<file path="src/design/rcls_pkg.sv">
// Package for the radio-control link supervisor and slew limiter.
// Holds the item, result, state and configuration types and the small helper functions.
// Has no dependencies; the core and the top level import it.
package rcls_pkg;

    // Configuration register indexes.
    localparam logic [2:0] REG_FRAME_GAP  = 3'd0;
    localparam logic [2:0] REG_SOFT_GAP   = 3'd1;
    localparam logic [2:0] REG_HARD_GAP   = 3'd2;
    localparam logic [2:0] REG_FREEZE_GAP = 3'd3;
    localparam logic [2:0] REG_MISS_LIMIT = 3'd4;
    localparam logic [2:0] REG_STEP_LIMIT = 3'd5;
    localparam logic [2:0] REG_CHAN_MIN   = 3'd6;
    localparam logic [2:0] REG_CHAN_MAX   = 3'd7;

    // Item kinds.
    localparam logic KIND_LINK = 1'b0;
    localparam logic KIND_CHAN = 1'b1;

    // Fault codes.
    localparam logic FAULT_TIMEOUT   = 1'b0;
    localparam logic FAULT_HARD_LOST = 1'b1;

    // Reset values.
    localparam logic [15:0] RST_FRAME_GAP  = 16'd60;
    localparam logic [15:0] RST_SOFT_GAP   = 16'd120;
    localparam logic [15:0] RST_HARD_GAP   = 16'd500;
    localparam logic [15:0] RST_FREEZE_GAP = 16'd150;
    localparam logic [7:0]  RST_MISS_LIMIT = 8'd3;
    localparam logic [11:0] RST_STEP_LIMIT = 12'd120;
    localparam logic [15:0] RST_CHAN_MIN   = 16'd900;
    localparam logic [15:0] RST_CHAN_MAX   = 16'd2100;
    localparam logic [15:0] RST_CENTER     = 16'd1500;
    localparam logic [7:0]  MISS_SAT       = 8'd255;

    typedef struct packed {
        logic [15:0] frame_gap;
        logic [15:0] soft_gap;
        logic [15:0] hard_gap;
        logic [15:0] freeze_gap;
        logic [7:0]  miss_limit;
        logic [11:0] step_limit;
        logic [15:0] chan_min;
        logic [15:0] chan_max;
    } t_cfg;

    typedef struct packed {
        logic        kind;
        logic [31:0] now_ms;
        logic        bytes_seen;
        logic [15:0] throttle;
        logic [15:0] steer;
        logic [15:0] engine;
        logic [15:0] ignition;
        logic [15:0] starter;
    } t_item;

    typedef struct packed {
        logic [31:0] last_byte_time;
        logic [31:0] last_frame_time;
        logic        frame_seen_once;
        logic [7:0]  frame_miss_count;
        logic [7:0]  byte_miss_count;
        logic        soft_lost;
        logic        confirm;
        logic [15:0] prev_throttle;
        logic [15:0] prev_steer;
    } t_state;

    typedef struct packed {
        logic        fault_raised;
        logic        fault_code;
        logic        link_lost;
        logic        confirm_needed;
        logic        alive_pulse;
        logic        channels_updated;
        logic [15:0] throttle;
        logic [15:0] steer;
        logic [15:0] engine;
        logic [15:0] ignition;
        logic [15:0] starter;
    } t_result;

    // True when a channel value lies in the valid pulse window.
    function automatic logic in_range(input logic [15:0] v, input logic [15:0] lo,
                                      input logic [15:0] hi);
        return (v >= lo) && (v <= hi);
    endfunction

    // Miss counter increment that sticks at its top value.
    function automatic logic [7:0] sat_inc(input logic [7:0] c);
        return (c == MISS_SAT) ? c : c + 8'd1;
    endfunction

    // Move prev toward target by at most step.
    function automatic logic [15:0] slew(input logic [15:0] prev, input logic [15:0] target,
                                         input logic [11:0] step);
        logic signed [17:0] d;
        logic signed [17:0] m;
        logic signed [17:0] sum;
        d = $signed({2'b00, target}) - $signed({2'b00, prev});
        m = $signed({6'b00_0000, step});
        if (d > m) begin
            d = m;
        end else if (d < -m) begin
            d = -m;
        end
        sum = $signed({2'b00, prev}) + d;
        return sum[15:0];
    endfunction

endpackage

</file>
<file path="src/design/rc_link_supervisor_slew_limiter.sv">
// Radio-control link supervisor with throttle and steer slew limiting.
// A request enters the input register; its result then goes to the result register.
// Throughput: one request per cycle unless the result side stalls; the input register and
// the result register form a two-stage pipeline, and the state updates as a request leaves
// the input register. Reset (synchronous, active low) restores register defaults, clears the
// link state and centers throttle and steer at 1500. Depends on rcls_pkg and rcls_core.
module rc_link_supervisor_slew_limiter (
    input  logic        i_clk,
    input  logic        i_rst_n,
    // Configuration write port
    input  logic        i_cfg_we,
    input  logic [2:0]  i_cfg_idx,
    input  logic [15:0] i_cfg_data,
    // Request channel
    input  logic        i_in_valid,
    output logic        o_in_stall,
    input  logic        i_kind,
    input  logic [31:0] i_now_ms,
    input  logic        i_bytes_seen,
    input  logic [15:0] i_throttle_in,
    input  logic [15:0] i_steer_in,
    input  logic [15:0] i_engine_in,
    input  logic [15:0] i_ignition_in,
    input  logic [15:0] i_starter_in,
    // Result channel
    output logic        o_out_valid,
    input  logic        i_out_stall,
    output logic        o_fault_raised,
    output logic        o_fault_code,
    output logic        o_link_lost,
    output logic        o_confirm_needed,
    output logic        o_alive_pulse,
    output logic        o_channels_updated,
    output logic [15:0] o_throttle_out,
    output logic [15:0] o_steer_out,
    output logic [15:0] o_engine_out,
    output logic [15:0] o_ignition_out,
    output logic [15:0] o_starter_out
);
    import rcls_pkg::*;

    t_cfg    r_cfg;
    t_state  r_state;
    t_state  n_state;
    t_item   r_item;
    logic    r_item_valid;
    t_result r_result;
    t_result n_result;
    logic    r_out_valid;
    logic    w_adv;

    // A request moves on when the result register is free or being drained.
    assign w_adv      = r_item_valid && (!r_out_valid || !i_out_stall);
    assign o_in_stall = r_item_valid && r_out_valid && i_out_stall;

    // Configuration registers.
    always_ff @(posedge i_clk) begin
        if (!i_rst_n) begin
            r_cfg.frame_gap  <= RST_FRAME_GAP;
            r_cfg.soft_gap   <= RST_SOFT_GAP;
            r_cfg.hard_gap   <= RST_HARD_GAP;
            r_cfg.freeze_gap <= RST_FREEZE_GAP;
            r_cfg.miss_limit <= RST_MISS_LIMIT;
            r_cfg.step_limit <= RST_STEP_LIMIT;
            r_cfg.chan_min   <= RST_CHAN_MIN;
            r_cfg.chan_max   <= RST_CHAN_MAX;
        end else if (i_cfg_we) begin
            case (i_cfg_idx)
                REG_FRAME_GAP:  r_cfg.frame_gap  <= i_cfg_data;
                REG_SOFT_GAP:   r_cfg.soft_gap   <= i_cfg_data;
                REG_HARD_GAP:   r_cfg.hard_gap   <= i_cfg_data;
                REG_FREEZE_GAP: r_cfg.freeze_gap <= i_cfg_data;
                REG_MISS_LIMIT: r_cfg.miss_limit <= i_cfg_data[7:0];
                REG_STEP_LIMIT: r_cfg.step_limit <= i_cfg_data[11:0];
                REG_CHAN_MIN:   r_cfg.chan_min   <= i_cfg_data;
                REG_CHAN_MAX:   r_cfg.chan_max   <= i_cfg_data;
                default:        r_cfg            <= r_cfg;
            endcase
        end
    end

    // Input register.
    always_ff @(posedge i_clk) begin
        if (!i_rst_n) begin
            r_item_valid <= 1'b0;
        end else if (!o_in_stall) begin
            r_item_valid <= i_in_valid;
        end
    end

    always_ff @(posedge i_clk) begin
        if (!o_in_stall) begin
            r_item.kind       <= i_kind;
            r_item.now_ms     <= i_now_ms;
            r_item.bytes_seen <= i_bytes_seen;
            r_item.throttle   <= i_throttle_in;
            r_item.steer      <= i_steer_in;
            r_item.engine     <= i_engine_in;
            r_item.ignition   <= i_ignition_in;
            r_item.starter    <= i_starter_in;
        end
    end

    // Evaluation of the held request.
    rcls_core u_core (
        .i_cfg    (r_cfg),
        .i_item   (r_item),
        .i_state  (r_state),
        .o_state  (n_state),
        .o_result (n_result)
    );

    // Supervisor state.
    always_ff @(posedge i_clk) begin
        if (!i_rst_n) begin
            r_state.last_byte_time   <= 32'd0;
            r_state.last_frame_time  <= 32'd0;
            r_state.frame_seen_once  <= 1'b0;
            r_state.frame_miss_count <= 8'd0;
            r_state.byte_miss_count  <= 8'd0;
            r_state.soft_lost        <= 1'b0;
            r_state.confirm          <= 1'b0;
            r_state.prev_throttle    <= RST_CENTER;
            r_state.prev_steer       <= RST_CENTER;
        end else if (w_adv) begin
            r_state <= n_state;
        end
    end

    // Result register.
    always_ff @(posedge i_clk) begin
        if (!i_rst_n) begin
            r_out_valid <= 1'b0;
        end else if (w_adv) begin
            r_out_valid <= 1'b1;
        end else if (!i_out_stall) begin
            r_out_valid <= 1'b0;
        end
    end

    always_ff @(posedge i_clk) begin
        if (w_adv) begin
            r_result <= n_result;
        end
    end

    assign o_out_valid        = r_out_valid;
    assign o_fault_raised     = r_result.fault_raised;
    assign o_fault_code       = r_result.fault_code;
    assign o_link_lost        = r_result.link_lost;
    assign o_confirm_needed   = r_result.confirm_needed;
    assign o_alive_pulse      = r_result.alive_pulse;
    assign o_channels_updated = r_result.channels_updated;
    assign o_throttle_out     = r_result.throttle;
    assign o_steer_out        = r_result.steer;
    assign o_engine_out       = r_result.engine;
    assign o_ignition_out     = r_result.ignition;
    assign o_starter_out      = r_result.starter;

endmodule

</file>
<file path="src/design/rcls_core.sv">
// Combinational evaluation of one request against the supervisor state.
// Produces the next state and the result item; depends on rcls_pkg.
module rcls_core (
    input  rcls_pkg::t_cfg    i_cfg,
    input  rcls_pkg::t_item   i_item,
    input  rcls_pkg::t_state  i_state,
    output rcls_pkg::t_state  o_state,
    output rcls_pkg::t_result o_result
);
    import rcls_pkg::*;

    logic        w_thr_ok, w_str_ok, w_eng_ok, w_ign_ok, w_sta_ok;
    logic        w_frame_ok;
    logic [31:0] w_lbt, w_lft;
    logic        w_seen;
    logic [31:0] w_frame_age, w_byte_gap, w_chan_age;
    logic        w_frame_late;
    logic [7:0]  w_fmc;

    // Range checks on every channel.
    assign w_thr_ok = in_range(i_item.throttle, i_cfg.chan_min, i_cfg.chan_max);
    assign w_str_ok = in_range(i_item.steer, i_cfg.chan_min, i_cfg.chan_max);
    assign w_eng_ok = in_range(i_item.engine, i_cfg.chan_min, i_cfg.chan_max);
    assign w_ign_ok = in_range(i_item.ignition, i_cfg.chan_min, i_cfg.chan_max);
    assign w_sta_ok = in_range(i_item.starter, i_cfg.chan_min, i_cfg.chan_max);

    // Link timestamps as updated by this request.
    assign w_frame_ok  = i_item.bytes_seen && w_thr_ok && w_str_ok;
    assign w_lbt       = i_item.bytes_seen ? i_item.now_ms : i_state.last_byte_time;
    assign w_lft       = w_frame_ok ? i_item.now_ms : i_state.last_frame_time;
    assign w_seen      = i_state.frame_seen_once || w_frame_ok;
    assign w_frame_age = i_item.now_ms - w_lft;
    assign w_byte_gap  = i_item.now_ms - w_lbt;
    assign w_chan_age  = i_item.now_ms - i_state.last_frame_time;

    // Frame miss counter.
    assign w_frame_late = w_seen && (w_frame_age > {16'd0, i_cfg.frame_gap});
    assign w_fmc        = w_frame_late ? sat_inc(i_state.frame_miss_count) : 8'd0;

    // Next state and result.
    always_comb begin
        o_state  = i_state;
        o_result = '0;
        if (i_item.kind == KIND_LINK) begin
            o_state.last_byte_time   = w_lbt;
            o_state.last_frame_time  = w_lft;
            o_state.frame_seen_once  = w_seen;
            o_state.frame_miss_count = w_fmc;
            if (w_frame_late && (w_fmc >= i_cfg.miss_limit)) begin
                // Frame timeout ends the update.
                o_result.fault_raised = 1'b1;
                o_result.fault_code   = FAULT_TIMEOUT;
            end else begin
                if (w_byte_gap > {16'd0, i_cfg.soft_gap}) begin
                    o_state.byte_miss_count = sat_inc(i_state.byte_miss_count);
                    if (sat_inc(i_state.byte_miss_count) >= i_cfg.miss_limit) begin
                        o_state.soft_lost = 1'b1;
                        o_state.confirm   = 1'b1;
                    end
                end else begin
                    o_state.byte_miss_count = 8'd0;
                end
                if (w_byte_gap > {16'd0, i_cfg.hard_gap}) begin
                    o_result.fault_raised = 1'b1;
                    o_result.fault_code   = FAULT_HARD_LOST;
                end else if (w_frame_ok) begin
                    o_state.soft_lost    = 1'b0;
                    o_result.alive_pulse = 1'b1;
                end
            end
        end else if (!i_state.soft_lost) begin
            if (w_chan_age > {16'd0, i_cfg.freeze_gap}) begin
                // Frozen channels.
                o_result.fault_raised = 1'b1;
                o_result.fault_code   = FAULT_TIMEOUT;
            end else if (!(w_thr_ok && w_str_ok && w_eng_ok && w_ign_ok && w_sta_ok)) begin
                o_result.fault_raised = 1'b1;
                o_result.fault_code   = FAULT_TIMEOUT;
            end else begin
                o_state.prev_throttle = slew(i_state.prev_throttle, i_item.throttle,
                                             i_cfg.step_limit);
                o_state.prev_steer    = slew(i_state.prev_steer, i_item.steer,
                                             i_cfg.step_limit);
                o_result.channels_updated = 1'b1;
                o_result.throttle = o_state.prev_throttle;
                o_result.steer    = o_state.prev_steer;
                o_result.engine   = i_item.engine;
                o_result.ignition = i_item.ignition;
                o_result.starter  = i_item.starter;
            end
        end
        o_result.link_lost      = o_state.soft_lost;
        o_result.confirm_needed = o_state.confirm;
    end

endmodule

</file>
<file path="config.mk">
export PLATFORM = sky130hd
export DESIGN_NAME = rc_link_supervisor_slew_limiter
export DESIGN_NICKNAME = d
export VERILOG_FILES = /design/src/design/rcls_pkg.sv /design/src/design/rc_link_supervisor_slew_limiter.sv /design/src/design/rcls_core.sv
export SDC_FILE = /design/constraint.sdc
export NUM_CORES = 1
export LEC_CHECK = 0
export ABC_AREA = 1
export BUFFER_PORTS_ARGS = -buffer_cell sky130_fd_sc_hd__buf_2
export CAP_MARGIN = 20
export CORE_MARGIN = 4
export CORE_UTILIZATION = 50
export DETAILED_ROUTE_END_ITERATION = 8
export GPL_TIMING_DRIVEN = 0
export HOLD_SLACK_MARGIN = 0.12
export PLACE_DENSITY = 0.68
export SETUP_SLACK_MARGIN = 0.2
export SLEW_MARGIN = 20
export SYNTH_ARGS = -nofsm -noshare
export SYNTH_HDL_FRONTEND = slang
export SYNTH_SLANG_ARGS = --single-unit
</file>
<file path="constraint.sdc">
create_clock -name i_clk -period 8.5 [get_ports i_clk]
set_clock_uncertainty 0.15 [all_clocks]
set_input_delay 1.7 -clock i_clk [delete_from_list [all_inputs] [get_ports i_clk]]
set_output_delay 1.7 -clock i_clk [all_outputs]
set_load 0.05 [all_outputs]
</file>
==> impl_metrics.toml <==
[status]
status = "completed"

[final_layout]
layout_common_cells = "inv_1 (612), nand2_1 (603), a21oi_1 (446), ha_1 (437), nor2_1 (348)"
drive_gt1_frac = 0.126
layout_commonest_cell = "inv_1"
final_nets = 4944
syn_to_final_growth_pct = 15.8
antenna-diode-count = 0
fin_util = 0.589

[sta]
holdWs_ns = 0.305
setup_viol = 0
worstMarginPinSlew_ns = 1.00
rsz0062_at_grt = "yes"
period_minus_slack_ns = 8.14
tns_ns = 0
max_freq_mhz = 123
slew_violations = 0
hold_viol_final = 0
slew_headroom = 0.332
post-route-period-util = 0.958

[logic_synthesis]
synth.area.top_cells = "edfxtp_1 (19%), ha_1 (18%), dfxtp_1 (15%), inv_1 (7.4%), nand2_1 (7.3%)"
async_flop_share = 0
synthFlopType = "dfxtp_1"
synth_top_area_frac = 0.190
synth_nets = 4620
yosys_warnings = 0
synth_top_family_by_area = "adder cells"
synth_simple_gate_area_frac = 0.173
syn_inst = 4022
synthMuxAreaShare = 0.00760
yosys.area_share.xor_xnor = 0.0344
synth_adder_area_share = 0.184
avgSynthCellArea_sq_um = 7.86
ys_types = 63
ys_seq_elements = 433
yosys.area.top_type = "edfxtp_1"
synth_compound_area_frac = 0.176
netlist_area_sq_mm = 0.0316
synth_edf_count = 200
synth_seq_area_share = 0.338

[floorplan]
boundaryPins = 226
fp-row-count = 91
die_x_um = 259
die_h_um = 259
dieArea_sq_mm = 0.0673
core_area_sq_mm = 0.0622
initial_utilization = 0.508

[critical_path]
worstPathRequired_ns = 8.72
critPathTopFamily = "simple AND/OR/NAND/NOR gates"
reg2reg_from = "r_cfg[17]"
end_kind = "register"
arrival_ns = 8.37
path_max_fanout = 6
reg2reg_depth = 59
critical_path_class = "reg2reg"
path_depth = 59
cp_slowest_stage_delay_ns = 0.36
crit_path_frequent_cell = "nand2_2"
crit_buf_inv = 6
start_kind = "register"
crit_start = "r_cfg[17]"
reg2reg_slack_ns = 0.36
rr_endpoint = "o_link_lost"
cpMaxStageDelayCell = "ha_4"

[grt]
grt_antenna_before_repair = 2
use_met1 = 0.345
grt_pass1_wl_um = 146000
track_usage = 0.275
use_met3 = 0.0344
grt_start_max_net_pins = 73
top_usage_layer = "met2"
grt_overflow = 0
gr-usage-met2 = 0.473
grt_pass1_vias = 26770

[clocking]
htreeDepth = 2
cts.clk_slew.worst_paths_ns = 0.06
cts_tree = "built"
numCtsBuffers = 49
insertion_delay_ns = 0.62
cts_sinks = 433
clock_tree.root_cell = "clkbuf_16"
clockBufferDepth = 3

[detailed_routing]
routed_wirelength_um = 96200
viasPerCell = 5.45
wl_per_cell_um = 18.4
vias = 28450
antenna_left = 0
dr.pass1.iters = 6
drt_iter0_markers = 2152
route.detailed.drc = 0

[power_and_ir_drop]
internal_power_w = 0.00422
p_clk_frac = 0.366
pwr-share-seq = 0.375
switching_share = 0.326
switchingPower_w = 0.00204
p_total_w = 0.00626
power_leakage_nw = 16.9
p_comb_frac = 0.259
powerDensity_mw_per_mm2 = 171
peakVddDrop_uv = 162

[min_path]
min_to = "r_state[83]"
hold_path.class = "reg2reg"
worstHoldStart = "r_state[83]"
hold_depth = 2

[placed_design]
io_buffer_count = 223
gp_congestion = 0.959
dpl.hpwl_um = 75900

[run]
drv_cap = 0
## how the worst max path moves through the flow
stage	endpoint	slack, ns
final	o_link_lost	0.36
after global placement	r_state[53]	-1.99
after global routing	o_link_lost	0.007
after floorplan	o_steer_out[15]	1.06
after detailed placement	o_link_lost	-0.73
after CTS	o_link_lost	0.18
## power groups by stage
stage | registers, W | clock network (W) | logic (W)
3_5_place_dp | 0.00239 | 0 | 0.00151
6_report | 0.00235 | 0.00229 | 0.00162
3_3_place_gp | 0.00240 | 0 | 0.00148
2_1_floorplan | 0.00241 | 0 | 0.00107
5_1_grt | 0.00235 | 0.00243 | 0.00183
4_1_cts | 0.00234 | 0.00234 | 0.00154
## flip-flops by register name (all words and copies together) (netlist names), 16 cells and up
signal          cells
o_throttle_out     16
r_cfg             116
o_starter_out      16
o_engine_out       16
r_state           115
r_item            114
o_steer_out        16
o_ignition_out     16
## cells by family after synthesis
logic type / Yosys count
AND/OR/NAND/NOR: 1266
AO/OA/AOI/OAI: 985
buffers and inverters: 730
adder cells (fa/ha/maj): 460
flip-flops: 433
XOR/XNOR: 124
multiplexers: 24
## area by class of cell
cell class | instances | area, sq um
Clock buffer | 57 | 1310
Clock inverter | 35 | 442
Tap cell | 837 | 1050
Fill cell | 5815 | 25600
Sequential cell | 433 | 10700
Timing Repair Buffer | 273 | 1570
Inverter | 638 | 2430
Multi-Input combinational cell | 2859 | 18700
Buffer | 92 | 429
## per-layer routing
| layer | wire length, um | share of wire | vias to the layer above |
|---|---|---|---|
| li1 | - | - | 14317 |
| met1 | 40400 | 0.42 | 13093 |
| met2 | 45300 | 0.47 | 818 |
| met3 | 5420 | 0.056 | 218 |
| met4 | 5030 | 0.052 | 4 |
| met5 | 24 | 0.00025 | - |
## through the flow
stage	cells	setup WS, ns	instance area, sq um
after floorplan	4022	1.06	31600
after global placement	5082	-1.99	33800
after detailed placement	5086	-0.733	33900
after CTS	5190	0.179	35800
after global routing	5224	0.00683	36600
final	5224	0.356	36600
## synthesized netlist by cell type (5+ instances only)
| cell type | instances |
|---|---|
| inv_1 | 627 |
| nand2_1 | 618 |
| o31ai_1 | 5 |
| a21oi_1 | 455 |
| clkbuf_1 | 72 |
| a21boi_0 | 5 |
| ha_1 | 453 |
| nand4_1 | 59 |
| o21bai_1 | 27 |
| nand3_2 | 6 |
| or2_2 | 14 |
| nor4_1 | 16 |
| nor2_2 | 5 |
| a31oi_1 | 10 |
| a211oi_1 | 18 |
| dfxtp_1 | 233 |
| edfxtp_1 | 200 |
| nand3b_1 | 8 |
| a21o_1 | 15 |
| buf_2 | 14 |
| nand2_4 | 8 |
| o21a_1 | 29 |
| o211ai_1 | 76 |
| a31o_2 | 5 |
| xor2_1 | 83 |
| nor2_1 | 354 |
| o21ai_1 | 10 |
| nor3_1 | 49 |
| o2111ai_1 | 7 |
| inv_2 | 7 |
| o21ai_0 | 291 |
| nand3_1 | 99 |
| o221ai_1 | 5 |
| fa_1 | 7 |
| nand2_2 | 11 |
| xnor2_1 | 41 |
| mux2i_1 | 24 |
## worst min-delay path, cell delays in order, from the launching register on
cell,delay [ns]
dfxtp_1,0.30
inv_1,0.05
a21oi_1,0.06
## what timing repair did
action / in CTS / in global routing
hold buffers: 0 / 0
setup buffers: 12 / 33
endpoints found under the setup margin: 25 / 38
pin swaps: 2 / 59
resized for setup: 33 / 135
gates cloned: 0 / 1
Power figures use the tool's default switching activity.
